## src/rtl/nspq_pkg.sv

```systemverilog
`timescale 1ns / 1ps

package nspq_pkg;

   localparam int ID_W     = 16;
   localparam int PTS_W    = 16;
   localparam int ENTRY_W  = ID_W + PTS_W;
   localparam int CMD_W    = 2;
   localparam int STATUS_W = 2;
   localparam int COUNT_W  = 7;

   // command codes
   localparam logic [CMD_W-1:0] CMD_INSERT = 2'd0;
   localparam logic [CMD_W-1:0] CMD_REMOVE = 2'd1;
   localparam logic [CMD_W-1:0] CMD_PAIR   = 2'd2;

   // status codes
   localparam logic [STATUS_W-1:0] ST_DONE = 2'd0;
   localparam logic [STATUS_W-1:0] ST_MISS = 2'd1;
   localparam logic [STATUS_W-1:0] ST_FULL = 2'd2;

   typedef struct packed {
      logic [CMD_W-1:0] cmd;
      logic [ID_W-1:0]  member_id;
      logic [PTS_W-1:0] player_points;
   } req_type;

   typedef struct packed {
      logic [STATUS_W-1:0] status;
      logic [ID_W-1:0]     first_id;
      logic [ID_W-1:0]     second_id;
      logic [COUNT_W-1:0]  count;
   } rsp_type;

endpackage

```

## src/rtl/nspq_ifs.sv

```systemverilog
`timescale 1ns / 1ps

interface nspq_req_if;
   logic              valid;
   logic              ready;
   nspq_pkg::req_type payload;

   modport source (output valid, output payload, input ready);
   modport sink   (input valid, input payload, output ready);
endinterface

interface nspq_rsp_if;
   logic              valid;
   logic              ready;
   nspq_pkg::rsp_type payload;

   modport source (output valid, output payload, input ready);
   modport sink   (input valid, input payload, output ready);
endinterface

```

## src/rtl/nspq_ram.sv

```systemverilog
`timescale 1ns / 1ps

module nspq_ram #(
   parameter int WIDTH = 32,
   parameter int DEPTH = 64
) (
   input  logic                     clock,
   input  logic                     we,
   input  logic [$clog2(DEPTH)-1:0] waddr,
   input  logic [WIDTH-1:0]         wdata,
   input  logic [$clog2(DEPTH)-1:0] raddr,
   output logic [WIDTH-1:0]         rdata
);

   logic [WIDTH-1:0] mem_ff [DEPTH];
   logic [WIDTH-1:0] rdata_ff;

   always_ff @(posedge clock) begin
      if (we) begin
         mem_ff[waddr] <= wdata;
      end
      rdata_ff <= mem_ff[raddr];
   end

   assign rdata = rdata_ff;

endmodule

```

## src/rtl/nearest_score_pairing_queue.sv

```systemverilog
`timescale 1ns / 1ps

// Ordered waiting list of up to DEPTH (id, score) entries kept in one
// single-port-read RAM. One transaction is taken at a time; req_ch.ready is
// low while a command runs. Insert writes the entry, if there is room, as it
// is accepted. Remove scans the list, then, on a hit at position p, shifts the
// tail down over p. Pair scans the whole list and then rewrites it from the
// head, skipping the head and the chosen partner. Scan and compaction both run
// on the one RAM read port, which delivers one entry per cycle to the scan
// compares and to the compaction pass; the difference unit serves the pair scan.
// A finished response waits in an output register, so the next transaction
// is taken while the response is still pending. No clearing pass after
// reset: only positions below the occupancy are ever read.

module nearest_score_pairing_queue #(
   parameter int DEPTH = 64
) (
   input  logic        clock,
   input  logic        reset,
   nspq_req_if.sink    req_ch,
   nspq_rsp_if.source  rsp_ch
);

   localparam int AW = $clog2(DEPTH);
   localparam int CW = $clog2(DEPTH + 1);
   localparam logic [CW-1:0] DEPTH_C = CW'(DEPTH);

   typedef enum logic [1:0] {
      S_IDLE,
      S_SCAN,
      S_COMPACT,
      S_FINISH
   } state_type;

   // sequencer state
   state_type               state_ff, state_in;
   logic [CW-1:0]           occ_ff, occ_in;
   logic [nspq_pkg::CMD_W-1:0] cmd_ff, cmd_in;
   logic [nspq_pkg::ID_W-1:0]  pid_ff, pid_in;

   // read issue counter and returned-data stage
   logic [CW-1:0]           rd_ff, rd_in;
   logic                    dv_ff, dv_in;
   logic [AW-1:0]           didx_ff, didx_in;

   // compaction pointers
   logic [AW-1:0]           wr_ff, wr_in;
   logic [AW-1:0]           skip_a_ff, skip_a_in;
   logic [AW-1:0]           skip_b_ff, skip_b_in;

   // search results
   logic                    found_ff, found_in;
   logic [AW-1:0]           best_ff, best_in;
   logic [nspq_pkg::PTS_W:0]   best_diff_ff, best_diff_in;
   logic [nspq_pkg::PTS_W-1:0] head_pts_ff, head_pts_in;
   logic [nspq_pkg::ID_W-1:0]  head_id_ff, head_id_in;
   logic [nspq_pkg::ID_W-1:0]  first_ff, first_in;
   logic [nspq_pkg::ID_W-1:0]  second_ff, second_in;
   logic [nspq_pkg::STATUS_W-1:0] status_ff, status_in;

   // response register
   logic                    rsp_valid_ff, rsp_valid_in;
   nspq_pkg::rsp_type       rsp_ff, rsp_in;

   // RAM ports
   logic                          ram_we;
   logic [AW-1:0]                 ram_waddr;
   logic [nspq_pkg::ENTRY_W-1:0]  ram_wdata;
   logic [AW-1:0]                 ram_raddr;
   logic [nspq_pkg::ENTRY_W-1:0]  ram_rdata;

   logic [nspq_pkg::ID_W-1:0]     rd_id;
   logic [nspq_pkg::PTS_W-1:0]    rd_pts;

   // difference / compare unit for the pair scan
   logic [nspq_pkg::PTS_W:0]      sub;
   logic [nspq_pkg::PTS_W:0]      diff;
   logic                          closer;

   logic accept;
   logic issuing;

   nspq_ram #(
      .WIDTH (nspq_pkg::ENTRY_W),
      .DEPTH (DEPTH)
   ) u_ram (
      .clock (clock),
      .we    (ram_we),
      .waddr (ram_waddr),
      .wdata (ram_wdata),
      .raddr (ram_raddr),
      .rdata (ram_rdata)
   );

   assign req_ch.ready   = (state_ff == S_IDLE);
   assign accept         = req_ch.valid && req_ch.ready;
   assign rsp_ch.valid   = rsp_valid_ff;
   assign rsp_ch.payload = rsp_ff;

   assign rd_id  = ram_rdata[nspq_pkg::ENTRY_W-1:nspq_pkg::PTS_W];
   assign rd_pts = ram_rdata[nspq_pkg::PTS_W-1:0];

   assign sub    = {1'b0, rd_pts} - {1'b0, head_pts_ff};
   assign diff   = sub[nspq_pkg::PTS_W] ? ({1'b0, head_pts_ff} - {1'b0, rd_pts}) : sub;
   assign closer = (diff < best_diff_ff);

   // one read per cycle while below the occupancy, in scan and compaction
   assign issuing   = ((state_ff == S_SCAN) || (state_ff == S_COMPACT)) && (rd_ff < occ_ff);
   assign ram_raddr = rd_ff[AW-1:0];

   always_comb begin
      state_in     = state_ff;
      occ_in       = occ_ff;
      cmd_in       = cmd_ff;
      pid_in       = pid_ff;
      rd_in        = rd_ff;
      dv_in        = issuing;
      didx_in      = rd_ff[AW-1:0];
      wr_in        = wr_ff;
      skip_a_in    = skip_a_ff;
      skip_b_in    = skip_b_ff;
      found_in     = found_ff;
      best_in      = best_ff;
      best_diff_in = best_diff_ff;
      head_pts_in  = head_pts_ff;
      head_id_in   = head_id_ff;
      first_in     = first_ff;
      second_in    = second_ff;
      status_in    = status_ff;
      rsp_valid_in = rsp_valid_ff && !rsp_ch.ready;
      rsp_in       = rsp_ff;
      ram_we       = 1'b0;
      ram_waddr    = wr_ff;
      ram_wdata    = ram_rdata;

      if (issuing) begin
         rd_in = rd_ff + CW'(1);
      end

      unique case (state_ff)
         S_IDLE: begin
            if (accept) begin
               cmd_in    = req_ch.payload.cmd;
               pid_in    = req_ch.payload.member_id;
               first_in  = '0;
               second_in = '0;
               rd_in     = '0;
               found_in  = 1'b0;
               priority if (req_ch.payload.cmd == nspq_pkg::CMD_INSERT) begin
                  state_in = S_FINISH;
                  if (occ_ff == DEPTH_C) begin
                     status_in = nspq_pkg::ST_FULL;
                  end else begin
                     ram_we    = 1'b1;
                     ram_waddr = occ_ff[AW-1:0];
                     ram_wdata = {req_ch.payload.member_id, req_ch.payload.player_points};
                     occ_in    = occ_ff + CW'(1);
                     status_in = nspq_pkg::ST_DONE;
                  end
               end else if (req_ch.payload.cmd == nspq_pkg::CMD_REMOVE) begin
                  state_in = S_SCAN;
               end else if (req_ch.payload.cmd == nspq_pkg::CMD_PAIR) begin
                  if (occ_ff < CW'(2)) begin
                     status_in = nspq_pkg::ST_MISS;
                     state_in  = S_FINISH;
                  end else begin
                     best_diff_in = {1'b1, {nspq_pkg::PTS_W{1'b0}}};
                     state_in     = S_SCAN;
                  end
               end else begin
                  status_in = nspq_pkg::ST_MISS;
                  state_in  = S_FINISH;
               end
            end
         end

         S_SCAN: begin
            if (dv_ff) begin
               if (cmd_ff == nspq_pkg::CMD_REMOVE) begin
                  if (!found_ff && (rd_id == pid_ff)) begin
                     found_in = 1'b1;
                     best_in  = didx_ff;
                  end
               end else if (didx_ff == '0) begin
                  head_pts_in = rd_pts;
                  head_id_in  = rd_id;
               end else if (closer) begin
                  best_diff_in = diff;
                  best_in      = didx_ff;
                  second_in    = rd_id;
               end
            end
            if (!issuing && !dv_ff) begin
               if (cmd_ff == nspq_pkg::CMD_REMOVE) begin
                  if (found_ff) begin
                     skip_a_in = best_ff;
                     skip_b_in = best_ff;
                     wr_in     = best_ff;
                     rd_in     = CW'(best_ff);
                     state_in  = S_COMPACT;
                  end else begin
                     status_in = nspq_pkg::ST_MISS;
                     state_in  = S_FINISH;
                  end
               end else begin
                  // drop the head and the partner in a single pass
                  skip_a_in = '0;
                  skip_b_in = best_ff;
                  wr_in     = '0;
                  rd_in     = '0;
                  first_in  = head_id_ff;
                  state_in  = S_COMPACT;
               end
            end
         end

         S_COMPACT: begin
            if (dv_ff && (didx_ff != skip_a_ff) && (didx_ff != skip_b_ff)) begin
               ram_we    = 1'b1;
               ram_waddr = wr_ff;
               ram_wdata = ram_rdata;
               wr_in     = wr_ff + AW'(1);
            end
            if (!issuing && !dv_ff) begin
               occ_in    = (cmd_ff == nspq_pkg::CMD_PAIR) ? (occ_ff - CW'(2))
                                                          : (occ_ff - CW'(1));
               status_in = nspq_pkg::ST_DONE;
               state_in  = S_FINISH;
            end
         end

         S_FINISH: begin
            if (!rsp_valid_ff || rsp_ch.ready) begin
               rsp_valid_in     = 1'b1;
               rsp_in.status    = status_ff;
               rsp_in.first_id  = first_ff;
               rsp_in.second_id = second_ff;
               rsp_in.count     = nspq_pkg::COUNT_W'(occ_ff);
               state_in         = S_IDLE;
            end
         end
      endcase
   end

   always_ff @(posedge clock) begin
      if (reset) begin
         state_ff     <= S_IDLE;
         occ_ff       <= '0;
         dv_ff        <= 1'b0;
         rsp_valid_ff <= 1'b0;
      end else begin
         state_ff     <= state_in;
         occ_ff       <= occ_in;
         dv_ff        <= dv_in;
         rsp_valid_ff <= rsp_valid_in;
      end
      cmd_ff       <= cmd_in;
      pid_ff       <= pid_in;
      rd_ff        <= rd_in;
      didx_ff      <= didx_in;
      wr_ff        <= wr_in;
      skip_a_ff    <= skip_a_in;
      skip_b_ff    <= skip_b_in;
      found_ff     <= found_in;
      best_ff      <= best_in;
      best_diff_ff <= best_diff_in;
      head_pts_ff  <= head_pts_in;
      head_id_ff   <= head_id_in;
      first_ff     <= first_in;
      second_ff    <= second_in;
      status_ff    <= status_in;
      rsp_ff       <= rsp_in;
   end

   // occupancy stays within the list
   a_occ_range: assert property (@(posedge clock) disable iff (reset)
      occ_ff <= DEPTH_C)
      else $error("occupancy above DEPTH");

   // the RAM is written only on insert or during compaction
   a_write_phase: assert property (@(posedge clock) disable iff (reset)
      ram_we |-> (state_ff == S_IDLE) || (state_ff == S_COMPACT))
      else $error("RAM write outside insert or compaction");

   // compaction always writes below the entry it just read
   a_compact_order: assert property (@(posedge clock) disable iff (reset)
      (ram_we && (state_ff == S_COMPACT)) |-> (wr_ff < didx_ff))
      else $error("compaction write pointer not behind read");

   // one transaction at a time
   a_busy_after_accept: assert property (@(posedge clock) disable iff (reset)
      accept |=> !req_ch.ready)
      else $error("ready high right after accept");

endmodule

```

## src/flat_wrapper.sv

```systemverilog
// flat-port wrapper written by rule: the top's interface ports become plain ports
module nearest_score_pairing_queue_flat 
#(
   parameter int DEPTH = 64
)
  (clock, reset, req_ch_valid, req_ch_payload, req_ch_ready, rsp_ch_valid, rsp_ch_payload, rsp_ch_ready);
  nspq_req_if req_ch_i ();
  nspq_rsp_if rsp_ch_i ();
  input  logic clock;
  input  logic reset;
  input wire logic [$bits(req_ch_i.valid)-1:0] req_ch_valid;
  input wire logic [$bits(req_ch_i.payload)-1:0] req_ch_payload;
  output wire logic [$bits(req_ch_i.ready)-1:0] req_ch_ready;
  output wire logic [$bits(rsp_ch_i.valid)-1:0] rsp_ch_valid;
  output wire logic [$bits(rsp_ch_i.payload)-1:0] rsp_ch_payload;
  input wire logic [$bits(rsp_ch_i.ready)-1:0] rsp_ch_ready;
  assign req_ch_i.valid = req_ch_valid;
  assign req_ch_i.payload = req_ch_payload;
  assign req_ch_ready = req_ch_i.ready;
  assign rsp_ch_valid = rsp_ch_i.valid;
  assign rsp_ch_payload = rsp_ch_i.payload;
  assign rsp_ch_i.ready = rsp_ch_ready;
  nearest_score_pairing_queue #(.DEPTH(DEPTH)) u_core (.clock(clock), .reset(reset), .req_ch(req_ch_i), .rsp_ch(rsp_ch_i));
endmodule
```

## config.mk

```make
export PLATFORM = sky130hd
export DESIGN_NAME = nearest_score_pairing_queue_flat
export DESIGN_NICKNAME = d
export VERILOG_FILES = /design/src/rtl/nspq_pkg.sv /design/src/rtl/nspq_ifs.sv /design/src/rtl/nspq_ram.sv /design/src/rtl/nearest_score_pairing_queue.sv /design/src/flat_wrapper.sv
export SDC_FILE = /design/constraint.sdc
export NUM_CORES = 2
export LEC_CHECK = 0
export BUFFER_PORTS_ARGS = -buffer_cell sky130_fd_sc_hd__buf_2
export CAP_MARGIN = 10
export CORE_ASPECT_RATIO = 1.25
export CORE_UTILIZATION = 40
export CTS_BUF_LIST = sky130_fd_sc_hd__clkbuf_8
export DETAILED_ROUTE_END_ITERATION = 16
export PLACE_DENSITY = 0.58
export SLEW_MARGIN = 5
export SYNTH_ARGS = -nofsm -noshare
export SYNTH_HDL_FRONTEND = slang
export SYNTH_SLANG_ARGS = --single-unit
```

## constraint.sdc

```tcl
create_clock -name clock -period 5.1 [get_ports clock]
set_input_delay 0.765 -clock clock [delete_from_list [all_inputs] [get_ports clock]]
set_output_delay 0.765 -clock clock [all_outputs]
set_load 0.02 [all_outputs]
```

==> impl_metrics.sql <==
INSERT INTO impl_metrics (metric_group, metric, value, unit) VALUES
('clocking', 'cts_buffers', '342', ''),
('clocking', 'cts.reportedPaths.clkPinSlew', '0.06', 'ns'),
('clocking', 'clock_latency', '0.94', 'ns'),
('place', 'place_ws', '0.198', 'ns'),
('worst_setup_path', 'worst-endpoint-arrival', '5.36', 'ns'),
('worst_setup_path', 'timing.critical_path.required', '5.76', 'ns'),
('worst_setup_path', 'path_class', 'reg -> reg', ''),
('pwr', 'total_switching_power', '16.2', 'mW'),
('pwr', 'p_clk_frac', '0.267', ''),
('logic_synthesis', 'ys_top_cells_by_area', 'sky130_fd_sc_hd__edfxtp_1 (74%), sky130_fd_sc_hd__mux4_2 (7.7%), sky130_fd_sc_hd__mux2i_1 (5.2%)', ''),
('pwr', 'power_frac_seq', '0.482', ''),
('logic_synthesis', 'synth_cells', '4717', ''),
('floorplan', 'floorplan.die.width', '425', 'um'),
('clocking', 'cts_num_sinks', '2271', ''),
('timing', 'rsz_0062_raised_after_global_routing', 'false', ''),
('logic_synthesis', 'synth_compound_gate_area_share', '0.0619', ''),
('clocking', 'clock_tree_from_tritoncts', 'built', ''),
('logic_synthesis', 'yosysMostFrequentCell', 'sky130_fd_sc_hd__edfxtp_1', ''),
('timing', 'least_setup_slack_across_all_paths_after_layout', '0.397', 'ns'),
('timing', 'maxClockFrequency', '0.213', 'GHz'),
('logic_synthesis', 'yosys.area_share.adder', '0.00955', ''),
('floorplan', 'floorplan.io_pins', '81', ''),
('timing', 'slew_viol_final', '0', ''),
('pwr', 'swShare', '0.316', ''),
('global_routing', 'grt.met2_usage', '0.359', ''),
('place', 'detailed_placer_s_ending_hpwl', '132000', 'um'),
('logic_synthesis', 'dominant_synthesized_flop_cell', 'sky130_fd_sc_hd__edfxtp_1', ''),
('logic_synthesis', 'syn-num-nets', '4822', ''),
('timing', 'final_min_period_over_clock_period', '0.922', ''),
('logic_synthesis', 'ys.warnings.count', '0', ''),
('global_routing', 'grt_most_used_layer', 'met2', ''),
('pwr', 'power.density_cell_area', '505', 'nW/um2'),
('floorplan', 'floorplan.die_area', '225000', 'um2'),
('place', 'post_dp_cell_area', '95100', 'um2'),
('logic_synthesis', 'mux_share_of_post_synthesis_cell_area', '0.129', ''),
('timing', 'skew', '0.0563', 'ns'),
('logic_synthesis', 'syn_area_per_cell', '19.0', 'um2'),
('global_routing', 'groute.layer.met3.usage', '0.0336', ''),
('clocking', 'cts-htree-levels', '5', ''),
('logic_synthesis', 'synth.distinct_cells', '67', ''),
('routing', 'dr.pass1.iters', '7', ''),
('pwr', 'max_rail_drop_vdd', '0.248', 'mV'),
('final_layout', 'design_area', '101000', 'um2'),
('clocking', 'postCtsSetupBuffers', '0', ''),
('timing', 'setup_violations', '0', ''),
('routing', 'via_count', '46600', ''),
('pwr', 'comb_power_frac', '0.251', ''),
('timing', 'tns', '0', 'ns'),
('logic_synthesis', 'synthTopCellsByCount', 'sky130_fd_sc_hd__edfxtp_1 (2215), sky130_fd_sc_hd__mux2i_1 (463), sky130_fd_sc_hd__mux4_2 (306), sky130_fd_sc_hd__a21oi_1 (163), sky130_fd_sc_hd__nand2_1 (155)', ''),
('hold_path', 'holdCritPathClass', 'in -> reg', ''),
('floorplan', 'initial_utilization', '0.403', ''),
('global_routing', 'grt_start_max_net_pins', '126', ''),
('timing', 'timing.hold.ws', '0.0916', 'ns'),
('global_routing', 'grt_antenna_before_repair', '7', ''),
('global_routing', 'globalRoute.totalOverflow', '0', ''),
('clocking', 'cts_root_buffer', 'sky130_fd_sc_hd__clkbuf_8', ''),
('global_routing', 'number_of_global_route_vias_before_repair', '47700', ''),
('logic_synthesis', 'synthXorXnorAreaFrac', '0.00529', ''),
('global_routing', 'grt_use_total', '0.201', ''),
('worst_setup_path', 'worst_setup_path_start_kind', 'flop', ''),
('place', 'io_buffers', '80', ''),
('routing', 'initialDrtViolationCount', '4118', ''),
('floorplan', 'fp.coreArea', '222000', 'um2'),
('global_routing', 'grt_first_pass_wirelength', '330000', 'um'),
('routing', 'antenna_left', '0', ''),
('clocking', 'cts_buffer_depth', '4', ''),
('logic_synthesis', 'synth_top_family_by_area', 'multiplexers', ''),
('worst_setup_path', 'worst_setup_path_end_kind', 'flop', ''),
('timing', 'tightest_slew', '1.11', 'ns'),
('timing', 'period_minus_slack', '4.70', 'ns'),
('outcome', 'status', 'complete, no violations', '');
==> cell type report <==
| class | count | area, um2 |
|---|---|---|
| tap | 2925 | 3660 |
| clock inverter | 234 | 1180 |
| antenna | 3 | 7.51 |
| multi-input combinational | 2098 | 21000 |
| inverter | 78 | 293 |
| timing repair buffer | 306 | 2690 |
| fill | 18800 | 120000 |
| sequential | 2271 | 67600 |
| clock buffer | 357 | 4910 |
==> power groups by stage <==
| stage | logic (mW) | registers [mW] | clock network [mW] |
|---|---|---|---|
| final | 12.9 | 24.7 | 13.7 |
| after global routing | 13.8 | 24.7 | 14.7 |
| after CTS | 12.9 | 24.7 | 14.0 |
| after detailed placement | 12.8 | 25.1 | 0 |
| after global placement | 12.6 | 25.1 | 0 |
| after floorplan | 7.93 | 25.0 | 0 |
==> layer usage <==
metal,wire (um),part of all wire,vias to the layer above
met5,39,0.00017,-
met4,5070,0.022,6
met3,13100,0.057,319
met2,119000,0.52,1525
met1,92000,0.40,24600
li1,-,-,20200
==> kinds of logic (layout without fill, tap and decap cells) <==
family | Yosys count | after routing
DFF | 2271 | 2271
AOI/OAI and AO/OA | 816 | 816
muxes | 771 | 771
and+or+nand+nor | 390 | 390
buffers and inverters | 348 | 975
adders and majority gates | 67 | 67
xor gates and xnor gates | 54 | 54
other | 0 | 3
==> metrics by stage <==
| step | power [mW] | cells |
|---|---|---|
| after floorplan | 32.9 | 4717 |
| after CTS | 51.6 | 8268 |
| final | 51.2 | 8272 |
| after global placement | 37.7 | 7665 |
| after global routing | 53.3 | 8270 |
| after detailed placement | 37.9 | 7665 |
==> registers in the layout (all words and copies together), names as in the netlist <==
register and count:
u_core.rd_ff 7, u_core.u_ram.rdata 32, u_core.state_ff 2, u_core.dv_ff 1
u_core.first_ff 16, u_core.head_id_ff 16, u_core.pid_ff 16, u_core.skip_a_ff 6
u_core.best_diff_ff 17, u_core.wr_ff 6, u_core.skip_b_ff 6, u_core.u_ram.mem_ff 2048
u_core.second_ff 16, u_core.head_pts_ff 16, u_core.didx_ff 6, u_core.cmd_ff 2
u_core.occ_ff 7, u_core.found_ff 1, u_core.rsp_ch.payload 41, u_core.rsp_ch.valid 1
u_core.best_ff 6, u_core.status_ff 2
==> critical path, cell delays in order, from the launching register on <==
cell	delay [ns]
sky130_fd_sc_hd__dfxtp_1	0.32
sky130_fd_sc_hd__inv_1	0.12
sky130_fd_sc_hd__ha_1	0.18
sky130_fd_sc_hd__inv_1	0.06
sky130_fd_sc_hd__fa_1	0.41
sky130_fd_sc_hd__a211oi_1	0.25
sky130_fd_sc_hd__o21ai_1	0.24
sky130_fd_sc_hd__o211a_1	0.32
sky130_fd_sc_hd__a2111oi_0	0.41
sky130_fd_sc_hd__a22oi_1	0.17
sky130_fd_sc_hd__a211oi_2	0.26
sky130_fd_sc_hd__xnor2_1	0.13
sky130_fd_sc_hd__ha_1	0.30
sky130_fd_sc_hd__nand4_1	0.17
sky130_fd_sc_hd__a211o_1	0.32
sky130_fd_sc_hd__a31o_2	0.22
sky130_fd_sc_hd__a31o_2	0.23
sky130_fd_sc_hd__nor2b_1	0.12
sky130_fd_sc_hd__buf_4	0.23
==> final timing paths <==
check	from	endpoint	slack [ns]	depth (start not counted)
setup reg to reg	u_core.u_ram.rdata[0]	u_core.second_ff[13]	0.40	18
hold reg to reg	u_core.first_ff[3]	u_core.rsp_ch.payload[26]	0.41	0
hold / removal	req_ch_payload[23]	u_core.pid_ff[7]	0.09	1
setup / recovery	u_core.u_ram.rdata[0]	u_core.second_ff[13]	0.40	18
==> cell usage in the layout, fill, tap and decap left out, drive strengths merged, types with 5 or more instances in the layout <==
cell type	n
dfxtp	56
a21oi	163
nand4	13
mux2i	463
a31o	5
edfxtp	2215
nand2b	9
o21bai	5
a22oi	61
a2111oi	5
clkbuf	357
nor2	96
xnor2	21
inv	204
buf	294
nand3	17
xor2	33
o21a	10
o211ai	6
clkinv	94
and2	49
mux4	306
nor2b	17
nand2	156
o32ai	113
o31ai	8
a21o	14
bufinv	8
a211oi	7
nor3	11
nor4	7
o22ai	121
dlygate4sd3	12
o21ai	159
o221ai	113
clkinvlp	6
ha	65
==> repair_timing <==
action                                  in CTS  in global routing
hold endpoints to repair                    12                  0
gates resized for setup                      0                  1
endpoints found under the setup margin       0                 17
hold buffers                                12                  0
Power figures use the tool's default switching activity.
